[src/rtl/spbc_pkg.sv]
// Shared types and constants for the servo position backlash controller.
package spbc_pkg;

  localparam int POSITION_BITS = 16;
  localparam int PULSE_BITS    = 12;
  localparam int SPAN_BITS     = PULSE_BITS + 1;
  localparam int WAIT_BITS     = 16;
  localparam int IDLE_BITS     = 24;
  localparam int ADDR_BITS     = 5;
  localparam int DATA_BITS     = 32;
  localparam int REG_IDX_BITS  = 3;

  localparam logic [PULSE_BITS-1:0] PULSE_MAX = '1;

  localparam logic [REG_IDX_BITS-1:0] REG_MIN_PULSE    = 3'd0;
  localparam logic [REG_IDX_BITS-1:0] REG_MAX_PULSE    = 3'd1;
  localparam logic [REG_IDX_BITS-1:0] REG_MAX_POSITION = 3'd2;
  localparam logic [REG_IDX_BITS-1:0] REG_SLACK_AMOUNT = 3'd3;
  localparam logic [REG_IDX_BITS-1:0] REG_SLACK_WAIT   = 3'd4;
  localparam logic [REG_IDX_BITS-1:0] REG_AUTO_IDLE    = 3'd5;

  localparam logic [PULSE_BITS-1:0]    RST_MIN_PULSE    = 12'd500;
  localparam logic [PULSE_BITS-1:0]    RST_MAX_PULSE    = 12'd2500;
  localparam logic [POSITION_BITS-1:0] RST_MAX_POSITION = 16'd1000;
  localparam logic [WAIT_BITS-1:0]     RST_SLACK_WAIT   = 16'd10000;

  localparam logic ACTION_TICK    = 1'b0;
  localparam logic ACTION_COMMAND = 1'b1;

  localparam logic [1:0] STATUS_TICK        = 2'd0;
  localparam logic [1:0] STATUS_ACCEPTED    = 2'd1;
  localparam logic [1:0] STATUS_ABOVE_MAX   = 2'd2;
  localparam logic [1:0] STATUS_BELOW_SLACK = 2'd3;

  typedef struct packed {
    logic                     action;
    logic [POSITION_BITS-1:0] target_position;
  } request_t;

  typedef struct packed {
    logic [PULSE_BITS-1:0]    pulse_us;
    logic                     pulse_written;
    logic                     output_enabled;
    logic                     pre_positioning;
    logic [1:0]               command_status;
    logic [POSITION_BITS-1:0] current_position;
  } result_t;

endpackage

[src/rtl/spbc_pulse_unit.sv]
// Pulse width unit: one registered multiply, then a bit-serial restoring divide.
module spbc_pulse_unit (
  input  logic                               clk,
  input  logic                               rst,
  input  logic                               start,
  input  logic [spbc_pkg::POSITION_BITS-1:0] pos,
  input  logic [spbc_pkg::PULSE_BITS-1:0]    min_pulse_us,
  input  logic [spbc_pkg::PULSE_BITS-1:0]    max_pulse_us,
  input  logic [spbc_pkg::POSITION_BITS-1:0] max_position,
  output logic                               done,
  output logic [spbc_pkg::PULSE_BITS-1:0]    pulse
);

  localparam int PW    = spbc_pkg::PULSE_BITS;
  localparam int POS_W = spbc_pkg::POSITION_BITS;
  localparam int PROD_W = POS_W + spbc_pkg::SPAN_BITS;
  localparam int REM_W  = POS_W + 1;
  localparam int CNT_W  = $clog2(PROD_W);
  localparam logic [CNT_W-1:0] LAST_STEP = CNT_W'(PROD_W - 1);

  typedef enum logic [1:0] {U_IDLE, U_DIV, U_DONE} unit_state_t;

  unit_state_t                      state;
  logic [PROD_W-1:0]                quo;
  logic [REM_W-1:0]                 rem;
  logic [CNT_W-1:0]                 cnt;
  logic [spbc_pkg::SPAN_BITS-1:0]   span;
  logic [REM_W-1:0]                 divisor;
  logic [REM_W:0]                   shifted;
  logic                             fits;
  logic [REM_W-1:0]                 rem_next;
  logic [PW:0]                      sum;
  logic                             saturate;

  always_comb begin
    if (max_pulse_us >= min_pulse_us) begin
      span = {1'b0, max_pulse_us} + spbc_pkg::SPAN_BITS'(1) - {1'b0, min_pulse_us};
    end else begin
      span = '0;
    end
    divisor  = {1'b0, max_position} + REM_W'(1);
    shifted  = {rem, quo[PROD_W-1]};
    fits     = shifted >= {1'b0, divisor};
    if (fits) begin
      rem_next = REM_W'(shifted - {1'b0, divisor});
    end else begin
      rem_next = shifted[REM_W-1:0];
    end
    sum      = {1'b0, min_pulse_us} + {1'b0, quo[PW-1:0]};
    saturate = (|quo[PROD_W-1:PW]) | sum[PW];
  end

  always_ff @(posedge clk) begin
    if (rst) begin
      state <= U_IDLE;
      done  <= 1'b0;
    end else begin
      done <= 1'b0;
      case (state)
        U_IDLE: begin
          if (start) begin
            quo   <= PROD_W'(pos * span);
            rem   <= '0;
            cnt   <= '0;
            state <= U_DIV;
          end
        end
        U_DIV: begin
          rem <= rem_next;
          quo <= {quo[PROD_W-2:0], fits};
          cnt <= cnt + CNT_W'(1);
          if (cnt == LAST_STEP) begin
            state <= U_DONE;
          end
        end
        U_DONE: begin
          pulse <= saturate ? spbc_pkg::PULSE_MAX : sum[PW-1:0];
          done  <= 1'b1;
          state <= U_IDLE;
        end
        default: state <= U_IDLE;
      endcase
    end
  end

endmodule

[src/rtl/servo_position_backlash_controller.sv]
// Servo position controller with backlash compensation and auto-idle.
//
//   channel  signals                              direction
//   req      req_valid, req_ready, req            request in: tick or position command
//   rsp      rsp_valid, rsp_ready, rsp            one result out per request
//   cfg      psel, penable, pwrite, paddr, pwdata  register access, prdata, pready
//
// A tick that writes no pulse goes from S_EVAL straight to S_SEND.
// A request that writes a pulse waits in S_PULSE for the 29-step serial divider
// in the pulse unit. The block takes one request at a time.
// Reset is synchronous; a stalled result holds in the output register while
// the next request is accepted and worked on.
module servo_position_backlash_controller (
  input  logic                           clk,
  input  logic                           rst,
  input  logic                           req_valid,
  output logic                           req_ready,
  input  spbc_pkg::request_t             req,
  output logic                           rsp_valid,
  input  logic                           rsp_ready,
  output spbc_pkg::result_t              rsp,
  input  logic                           psel,
  input  logic                           penable,
  input  logic                           pwrite,
  input  logic [spbc_pkg::ADDR_BITS-1:0] paddr,
  input  logic [spbc_pkg::DATA_BITS-1:0] pwdata,
  output logic [spbc_pkg::DATA_BITS-1:0] prdata,
  output logic                           pready
);

  localparam int POS_W = spbc_pkg::POSITION_BITS;
  localparam int PW    = spbc_pkg::PULSE_BITS;
  localparam int WW    = spbc_pkg::WAIT_BITS;
  localparam int IW    = spbc_pkg::IDLE_BITS;
  localparam int DW    = spbc_pkg::DATA_BITS;

  typedef enum logic [1:0] {S_IDLE, S_EVAL, S_PULSE, S_SEND} state_t;

  state_t state;
  spbc_pkg::request_t cur;

  logic [PW-1:0]    min_pulse_us;
  logic [PW-1:0]    max_pulse_us;
  logic [POS_W-1:0] max_position;
  logic [POS_W-1:0] slack_amount;
  logic [WW-1:0]    slack_wait_ms;
  logic [IW-1:0]    auto_idle_ms;

  logic [POS_W-1:0] final_position;
  logic [PW-1:0]    driven_pulse;
  logic             line_enabled;
  logic             holding_overshoot;
  logic [WW-1:0]    overshoot_countdown;
  logic [IW-1:0]    idle_countdown;
  logic             idle_armed;
  logic             written;
  logic [1:0]       status;

  logic [POS_W-1:0] final_position_next;
  logic             line_enabled_next;
  logic             holding_overshoot_next;
  logic [WW-1:0]    overshoot_countdown_next;
  logic [IW-1:0]    idle_countdown_next;
  logic             idle_armed_next;
  logic [1:0]       status_next;
  logic             need_pulse;
  logic [POS_W-1:0] pulse_pos;

  logic                        cfg_write;
  logic [spbc_pkg::REG_IDX_BITS-1:0] reg_idx;
  logic                        pu_start;
  logic                        pu_done;
  logic [PW-1:0]               pu_pulse;

  assign req_ready = (state == S_IDLE);
  assign pready    = 1'b1;
  assign cfg_write = psel & penable & pwrite;
  assign reg_idx   = paddr[spbc_pkg::ADDR_BITS-1:2];
  assign pu_start  = (state == S_EVAL) & need_pulse;

  always_comb begin
    case (reg_idx)
      spbc_pkg::REG_MIN_PULSE:    prdata = DW'(min_pulse_us);
      spbc_pkg::REG_MAX_PULSE:    prdata = DW'(max_pulse_us);
      spbc_pkg::REG_MAX_POSITION: prdata = DW'(max_position);
      spbc_pkg::REG_SLACK_AMOUNT: prdata = DW'(slack_amount);
      spbc_pkg::REG_SLACK_WAIT:   prdata = DW'(slack_wait_ms);
      spbc_pkg::REG_AUTO_IDLE:    prdata = DW'(auto_idle_ms);
      default:                    prdata = '0;
    endcase
  end

  always_comb begin
    final_position_next      = final_position;
    line_enabled_next        = line_enabled;
    holding_overshoot_next   = holding_overshoot;
    overshoot_countdown_next = overshoot_countdown;
    idle_countdown_next      = idle_countdown;
    idle_armed_next          = idle_armed;
    status_next              = spbc_pkg::STATUS_TICK;
    need_pulse               = 1'b0;
    pulse_pos                = final_position;
    if (cur.action == spbc_pkg::ACTION_TICK) begin
      if (idle_armed) begin
        idle_countdown_next = idle_countdown - IW'(1);
        if (idle_countdown_next == '0) begin
          idle_armed_next   = 1'b0;
          line_enabled_next = 1'b0;
        end
      end
      if (holding_overshoot) begin
        overshoot_countdown_next = overshoot_countdown - WW'(1);
        if (overshoot_countdown_next == '0) begin
          holding_overshoot_next = 1'b0;
          need_pulse             = 1'b1;
          if (auto_idle_ms != '0) begin
            idle_countdown_next = auto_idle_ms;
            idle_armed_next     = 1'b1;
          end
        end
      end
    end else if (cur.target_position > max_position) begin
      status_next = spbc_pkg::STATUS_ABOVE_MAX;
    end else if ((slack_amount != '0) && (cur.target_position < slack_amount)) begin
      status_next = spbc_pkg::STATUS_BELOW_SLACK;
    end else begin
      status_next              = spbc_pkg::STATUS_ACCEPTED;
      line_enabled_next        = 1'b1;
      holding_overshoot_next   = 1'b0;
      overshoot_countdown_next = '0;
      idle_armed_next          = 1'b0;
      idle_countdown_next      = '0;
      if ((cur.target_position < final_position) && (slack_amount != '0)) begin
        holding_overshoot_next   = 1'b1;
        overshoot_countdown_next = (slack_wait_ms != '0) ? slack_wait_ms : WW'(1);
        pulse_pos                = cur.target_position - slack_amount;
      end else begin
        pulse_pos = cur.target_position;
        if (auto_idle_ms != '0) begin
          idle_countdown_next = auto_idle_ms;
          idle_armed_next     = 1'b1;
        end
      end
      final_position_next = cur.target_position;
      need_pulse          = 1'b1;
    end
  end

  always_ff @(posedge clk) begin
    if (rst) begin
      state               <= S_IDLE;
      rsp_valid           <= 1'b0;
      min_pulse_us        <= spbc_pkg::RST_MIN_PULSE;
      max_pulse_us        <= spbc_pkg::RST_MAX_PULSE;
      max_position        <= spbc_pkg::RST_MAX_POSITION;
      slack_amount        <= '0;
      slack_wait_ms       <= spbc_pkg::RST_SLACK_WAIT;
      auto_idle_ms        <= '0;
      final_position      <= '0;
      driven_pulse        <= '0;
      line_enabled        <= 1'b1;
      holding_overshoot   <= 1'b0;
      overshoot_countdown <= '0;
      idle_countdown      <= '0;
      idle_armed          <= 1'b0;
      written             <= 1'b0;
      status              <= spbc_pkg::STATUS_TICK;
    end else begin
      if (rsp_valid && rsp_ready && (state != S_SEND)) begin
        rsp_valid <= 1'b0;
      end
      case (state)
        S_IDLE: begin
          if (req_valid) begin
            cur   <= req;
            state <= S_EVAL;
          end
        end
        S_EVAL: begin
          final_position      <= final_position_next;
          line_enabled        <= line_enabled_next;
          holding_overshoot   <= holding_overshoot_next;
          overshoot_countdown <= overshoot_countdown_next;
          idle_countdown      <= idle_countdown_next;
          idle_armed          <= idle_armed_next;
          status              <= status_next;
          written             <= need_pulse;
          state               <= need_pulse ? S_PULSE : S_SEND;
        end
        S_PULSE: begin
          if (pu_done) begin
            driven_pulse <= pu_pulse;
            state        <= S_SEND;
          end
        end
        S_SEND: begin
          if (!rsp_valid || rsp_ready) begin
            rsp.pulse_us         <= driven_pulse;
            rsp.pulse_written    <= written;
            rsp.output_enabled   <= line_enabled;
            rsp.pre_positioning  <= holding_overshoot;
            rsp.command_status   <= status;
            rsp.current_position <= final_position;
            rsp_valid            <= 1'b1;
            state                <= S_IDLE;
          end
        end
        default: state <= S_IDLE;
      endcase
      if (cfg_write) begin
        case (reg_idx)
          spbc_pkg::REG_MIN_PULSE:    min_pulse_us  <= pwdata[PW-1:0];
          spbc_pkg::REG_MAX_PULSE:    max_pulse_us  <= pwdata[PW-1:0];
          spbc_pkg::REG_MAX_POSITION: max_position  <= pwdata[POS_W-1:0];
          spbc_pkg::REG_SLACK_AMOUNT: slack_amount  <= pwdata[POS_W-1:0];
          spbc_pkg::REG_SLACK_WAIT:   slack_wait_ms <= pwdata[WW-1:0];
          spbc_pkg::REG_AUTO_IDLE:    auto_idle_ms  <= pwdata[IW-1:0];
          default: ;
        endcase
        if (line_enabled && ((reg_idx == spbc_pkg::REG_MIN_PULSE) ||
                             (reg_idx == spbc_pkg::REG_MAX_PULSE) ||
                             (reg_idx == spbc_pkg::REG_MAX_POSITION) ||
                             (reg_idx == spbc_pkg::REG_AUTO_IDLE))) begin
          idle_armed     <= 1'b0;
          idle_countdown <= '0;
        end
      end
    end
  end

  spbc_pulse_unit u_pulse (
    .clk          (clk),
    .rst          (rst),
    .start        (pu_start),
    .pos          (pulse_pos),
    .min_pulse_us (min_pulse_us),
    .max_pulse_us (max_pulse_us),
    .max_position (max_position),
    .done         (pu_done),
    .pulse        (pu_pulse)
  );

endmodule
[config.mk]
export PLATFORM = sky130hd
export DESIGN_NAME = servo_position_backlash_controller
export DESIGN_NICKNAME = d
export VERILOG_FILES = /design/src/rtl/spbc_pkg.sv /design/src/rtl/spbc_pulse_unit.sv /design/src/rtl/servo_position_backlash_controller.sv
export SDC_FILE = /design/constraint.sdc
export NUM_CORES = 1
export LEC_CHECK = 0
export ABC_AREA = 1
export BUFFER_PORTS_ARGS = -buffer_cell sky130_fd_sc_hd__buf_2
export CORE_MARGIN = 2
export CORE_UTILIZATION = 55
export DETAILED_ROUTE_END_ITERATION = 10
export PLACE_DENSITY = 0.73
export REMOVE_ABC_BUFFERS = 1
export SYNTH_ARGS = -nofsm -noshare
export SYNTH_HDL_FRONTEND = slang
export SYNTH_SLANG_ARGS = --single-unit
[constraint.sdc]
create_clock -name clk -period 8 [get_ports clk]
set_clock_uncertainty 0.1 [all_clocks]
set_input_delay 2.4 -clock clk [delete_from_list [all_inputs] [get_ports clk]]
set_output_delay 2.4 -clock clk [all_outputs]
set_load 0.005 [all_outputs]
==> impl_metrics.env <==
export IMPL_comb_power_share=0.546
export IMPL_fin_crit_ns=7.69
export IMPL_fin_crit_sh=0.961
export IMPL_r2r_start="min_pulse_us[2]$_SDFFE_PP1P_"
export IMPL_hold_viol=0
export IMPL_pre_cts_slack_ns=0.130
export IMPL_vias_per_cell=5.70
export IMPL_grt_overflow_total=0
export IMPL_synth_warnings=0
export IMPL_layout_setup_ws_ns=0.314
export IMPL_power_switching_w=0.00328
export IMPL_antennaDiodeCount=0
export IMPL_grt_pass1_vias=22000
export IMPL_async_reset_ff_frac=0
export IMPL_cpMostUsedCell="fa_1"
export IMPL_clock_fmax_mhz=130
export IMPL_core_sq_um=44000
export IMPL_cpPeakStageDelay_ns=0.58
export IMPL_cts_hold_buf=0
export IMPL_io_pins=129
export IMPL_n_fill_cell=3964
export IMPL_drive_gt1_frac=0.121
export IMPL_dr_pass1_iters=6
export IMPL_drc_errors=0
export IMPL_cts_reportedPaths_clkPinSlew_ns=0.06
export IMPL_cp_top_family="adder cells"
export IMPL_max_slew_margin=0.218
export IMPL_p_leak_nw=12.8
export IMPL_setup_viol=0
export IMPL_grt_max_degree=116
export IMPL_fin_util=0.622
export IMPL_ys_types=62
export IMPL_place_gp_congestion=0.988
export IMPL_hold_path_class="reg2reg"
export IMPL_ys_seq_elements=289
export IMPL_power_share_clock=0.210
export IMPL_ff2ff_setup_slack_ns=0.31
export IMPL_r2r_cells=31
export IMPL_layout_commonest_cell="nand2_1"
export IMPL_crit_path_end_kind="register"
export IMPL_grt_antenna_before_repair=1
export IMPL_drtAntennaViolNets=0
export IMPL_r2r_end="u_pulse.quo[25]$_DFFE_PP_"
export IMPL_syn_avg_cell_area_sq_um=7.70
export IMPL_finalMaxSlewViolations=0
export IMPL_nets=3745
export IMPL_max_cap_viol_count=0
export IMPL_whs_endpoint="rsp[31]$_DFFE_PP_"
export IMPL_p_sw_frac=0.436
export IMPL_synth_edf_count=113
export IMPL_grt_pass1_wl_microns=118000
export IMPL_holdCritStartpoint="driven_pulse[10]$_SDFFE_PP0P_"
export IMPL_critical_path_required_ns=8.16
export IMPL_synth_main_ff_cell="dfxtp_1"
export IMPL_start_util=0.555
export IMPL_clock_path_buffers=3
export IMPL_place_hpwl_microns=58400
export IMPL_grt_setup_unrepaired="true"
export IMPL_wl_microns=74500
export IMPL_cts_sinks=289
export IMPL_cp_num_buf_inv=7
export IMPL_netlist_area_sq_um=24400
export IMPL_cts_buffers=35
export IMPL_drt_iter0_markers=2230
export IMPL_whs_path_depth=0
export IMPL_num_rows=77
export IMPL_pwr_share_seq=0.244
export IMPL_worstPathArrival_ns=7.85
export IMPL_worst_pin_slew_ns=1.17
export IMPL_p_int_w=0.00423
export IMPL_outcome="complete, no violations"
export IMPL_crit_path_top_delay_cell="fa_1"
export IMPL_start_kind="register"
export IMPL_critPathKind="reg2reg"
export IMPL_area_growth_pct=12.1
export IMPL_dieArea_sq_um=46200
export IMPL_io_buffers=109
export IMPL_die_x_microns=215
export IMPL_grt_util_all_layers=0.322
export IMPL_synth_yosys_seq_area_share=0.283
export IMPL_detailroute_via_count=22500
export IMPL_ir_drop_mv=0.281
export IMPL_wire_per_inst_microns=18.9
export IMPL_syn_inst=3176
export IMPL_power_density_nw_per_um2=274
export IMPL_layout_common_cells="nand2_1, inv_1, nor2_1"
export IMPL_crit_fanout=6
export IMPL_cts_tree="yes"
export IMPL_h_tree_depth=2
export IMPL_worstSkewPairLatency_ns=0.55
export IMPL_fp_dieH_microns=215
export IMPL_cts_root_buffer="clkbuf_16"
[logic make-up after synthesis]
logic type,after synthesis,synth area share
xor gates and xnor gates,78,0.0279
adders and majority gates,349,0.229
buffers and inverters,650,0.104
DFF,289,0.283
and+or+nand+nor,1178,0.208
AOI/OAI and AO/OA,630,0.148
other,2,0.000307
[cell usage after synthesis, types with 8 or more instances]
cell type / instances / area, sq um
edfxtp_1: 113 / 3390
xor2_1: 49 / 429
fa_1: 163 / 3260
buf_2: 12 / 60.1
nor3_1: 33 / 165
nand2_2: 12 / 75.1
nand2_1: 551 / 2070
a221oi_1: 11 / 96.3
o21bai_1: 11 / 82.6
inv_1: 524 / 1970
o21ai_2: 8 / 70.1
o21ai_1: 13 / 65.1
nand4_1: 44 / 275
dfxtp_1: 176 / 3520
buf_4: 14 / 105
or2_2: 18 / 113
o22ai_1: 28 / 175
nand3_1: 132 / 661
clkbuf_1: 67 / 251
xnor2_1: 29 / 254
a21oi_1: 249 / 1250
a31oi_1: 11 / 68.8
nor4_1: 11 / 68.8
ha_1: 186 / 2330
inv_2: 17 / 63.8
nor2_1: 327 / 1230
o21ai_0: 216 / 1080
o221ai_1: 10 / 87.6
nor2_2: 21 / 131
o211ai_1: 28 / 210
[state kept, by name, indices dropped and copies added, names as in the netlist, 16 cells and up]
| name | flops |
|---|---|
| cur | 17 |
| overshoot_countdown | 16 |
| idle_countdown | 24 |
| slack_wait_ms | 16 |
| max_position | 16 |
| auto_idle_ms | 24 |
| slack_amount | 16 |
| u_pulse.rem | 17 |
| final_position | 16 |
| rsp | 33 |
| u_pulse.quo | 29 |
[worst register-to-register path: cells and delay by family (launching register included)]
family                   cells  cell delay (ns)
adder cells (fa/ha/maj)      8             3.82
flip-flops                   1             0.38
AND/OR/NAND/NOR              9             1.05
buffers and inverters        7             0.77
AO/OA/AOI/OAI                7             1.29
[stage by stage]
step | setup TNS, ns | std cells | total power (W) | cell area, sq um | hold slack (ns)
2_1_floorplan | 0 | 3079 | 0.00442 | 24000 | 0.308
3_3_place_gp | 0 | 3879 | 0.00575 | 26100 | 0.316
3_5_place_dp | 0 | 3879 | 0.00582 | 26100 | 0.322
4_1_cts | 0 | 3942 | 0.00741 | 27200 | 0.337
5_1_grt | -0.0236 | 3953 | 0.00809 | 27400 | 0.346
6_report | 0 | 3953 | 0.00750 | 27400 | 0.335
[power groups by stage]
stage               logic (W)  clock network (W)  registers, W
global route          0.00460            0.00165       0.00184
detailed placement    0.00396                  0       0.00186
floorplan             0.00258                  0       0.00184
global placement      0.00389                  0       0.00185
CTS                   0.00399            0.00159       0.00183
finish                0.00410            0.00158       0.00183
[worst max path at each step]
stage                                             from  cells after the start                        end
after floorplan                       cur[0]$_DFFE_PP_                     35  u_pulse.quo[25]$_DFFE_PP_
after global placement                cur[0]$_DFFE_PP_                     37  u_pulse.quo[28]$_DFFE_PP_
after detailed placement              cur[0]$_DFFE_PP_                     37  u_pulse.quo[28]$_DFFE_PP_
after CTS                            cur[11]$_DFFE_PP_                     31  u_pulse.quo[28]$_DFFE_PP_
after global routing                 cur[11]$_DFFE_PP_                     32  u_pulse.quo[19]$_DFFE_PP_
final                     min_pulse_us[2]$_SDFFE_PP1P_                     31  u_pulse.quo[25]$_DFFE_PP_
[routing by layer]
metal / routed length (microns) / up-vias / part of all wire / track usage
met5: 0 / - / 0 / 0
met4: 3250 / 0 / 0.044 / 0.131
met3: 6960 / 198 / 0.093 / 0.0603
met2: 32500 / 1046 / 0.44 / 0.502
met1: 31800 / 10700 / 0.43 / 0.443
li1: - / 10600 / - / -
[what timing repair did]
action,in CTS,in global routing
resized for setup,0,32
setup buffers,0,10
setup endpoints to repair,0,12
[cell type report]
| cell class | instances | area, sq um | share of cell area |
|---|---|---|---|
| timing repair inverter | 1 | 5.00 | 0.000183 |
| timing repair buffer | 218 | 1410 | 0.0516 |
| inverter | 546 | 2070 | 0.0755 |
| tap | 592 | 741 | 0.0270 |
| clock buffer | 44 | 962 | 0.0351 |
| clock inverter | 19 | 169 | 0.00616 |
| multi-input combinational | 2244 | 15100 | 0.552 |
| sequential | 289 | 6920 | 0.252 |
No activity file was read; power rests on OpenSTA's default activity.
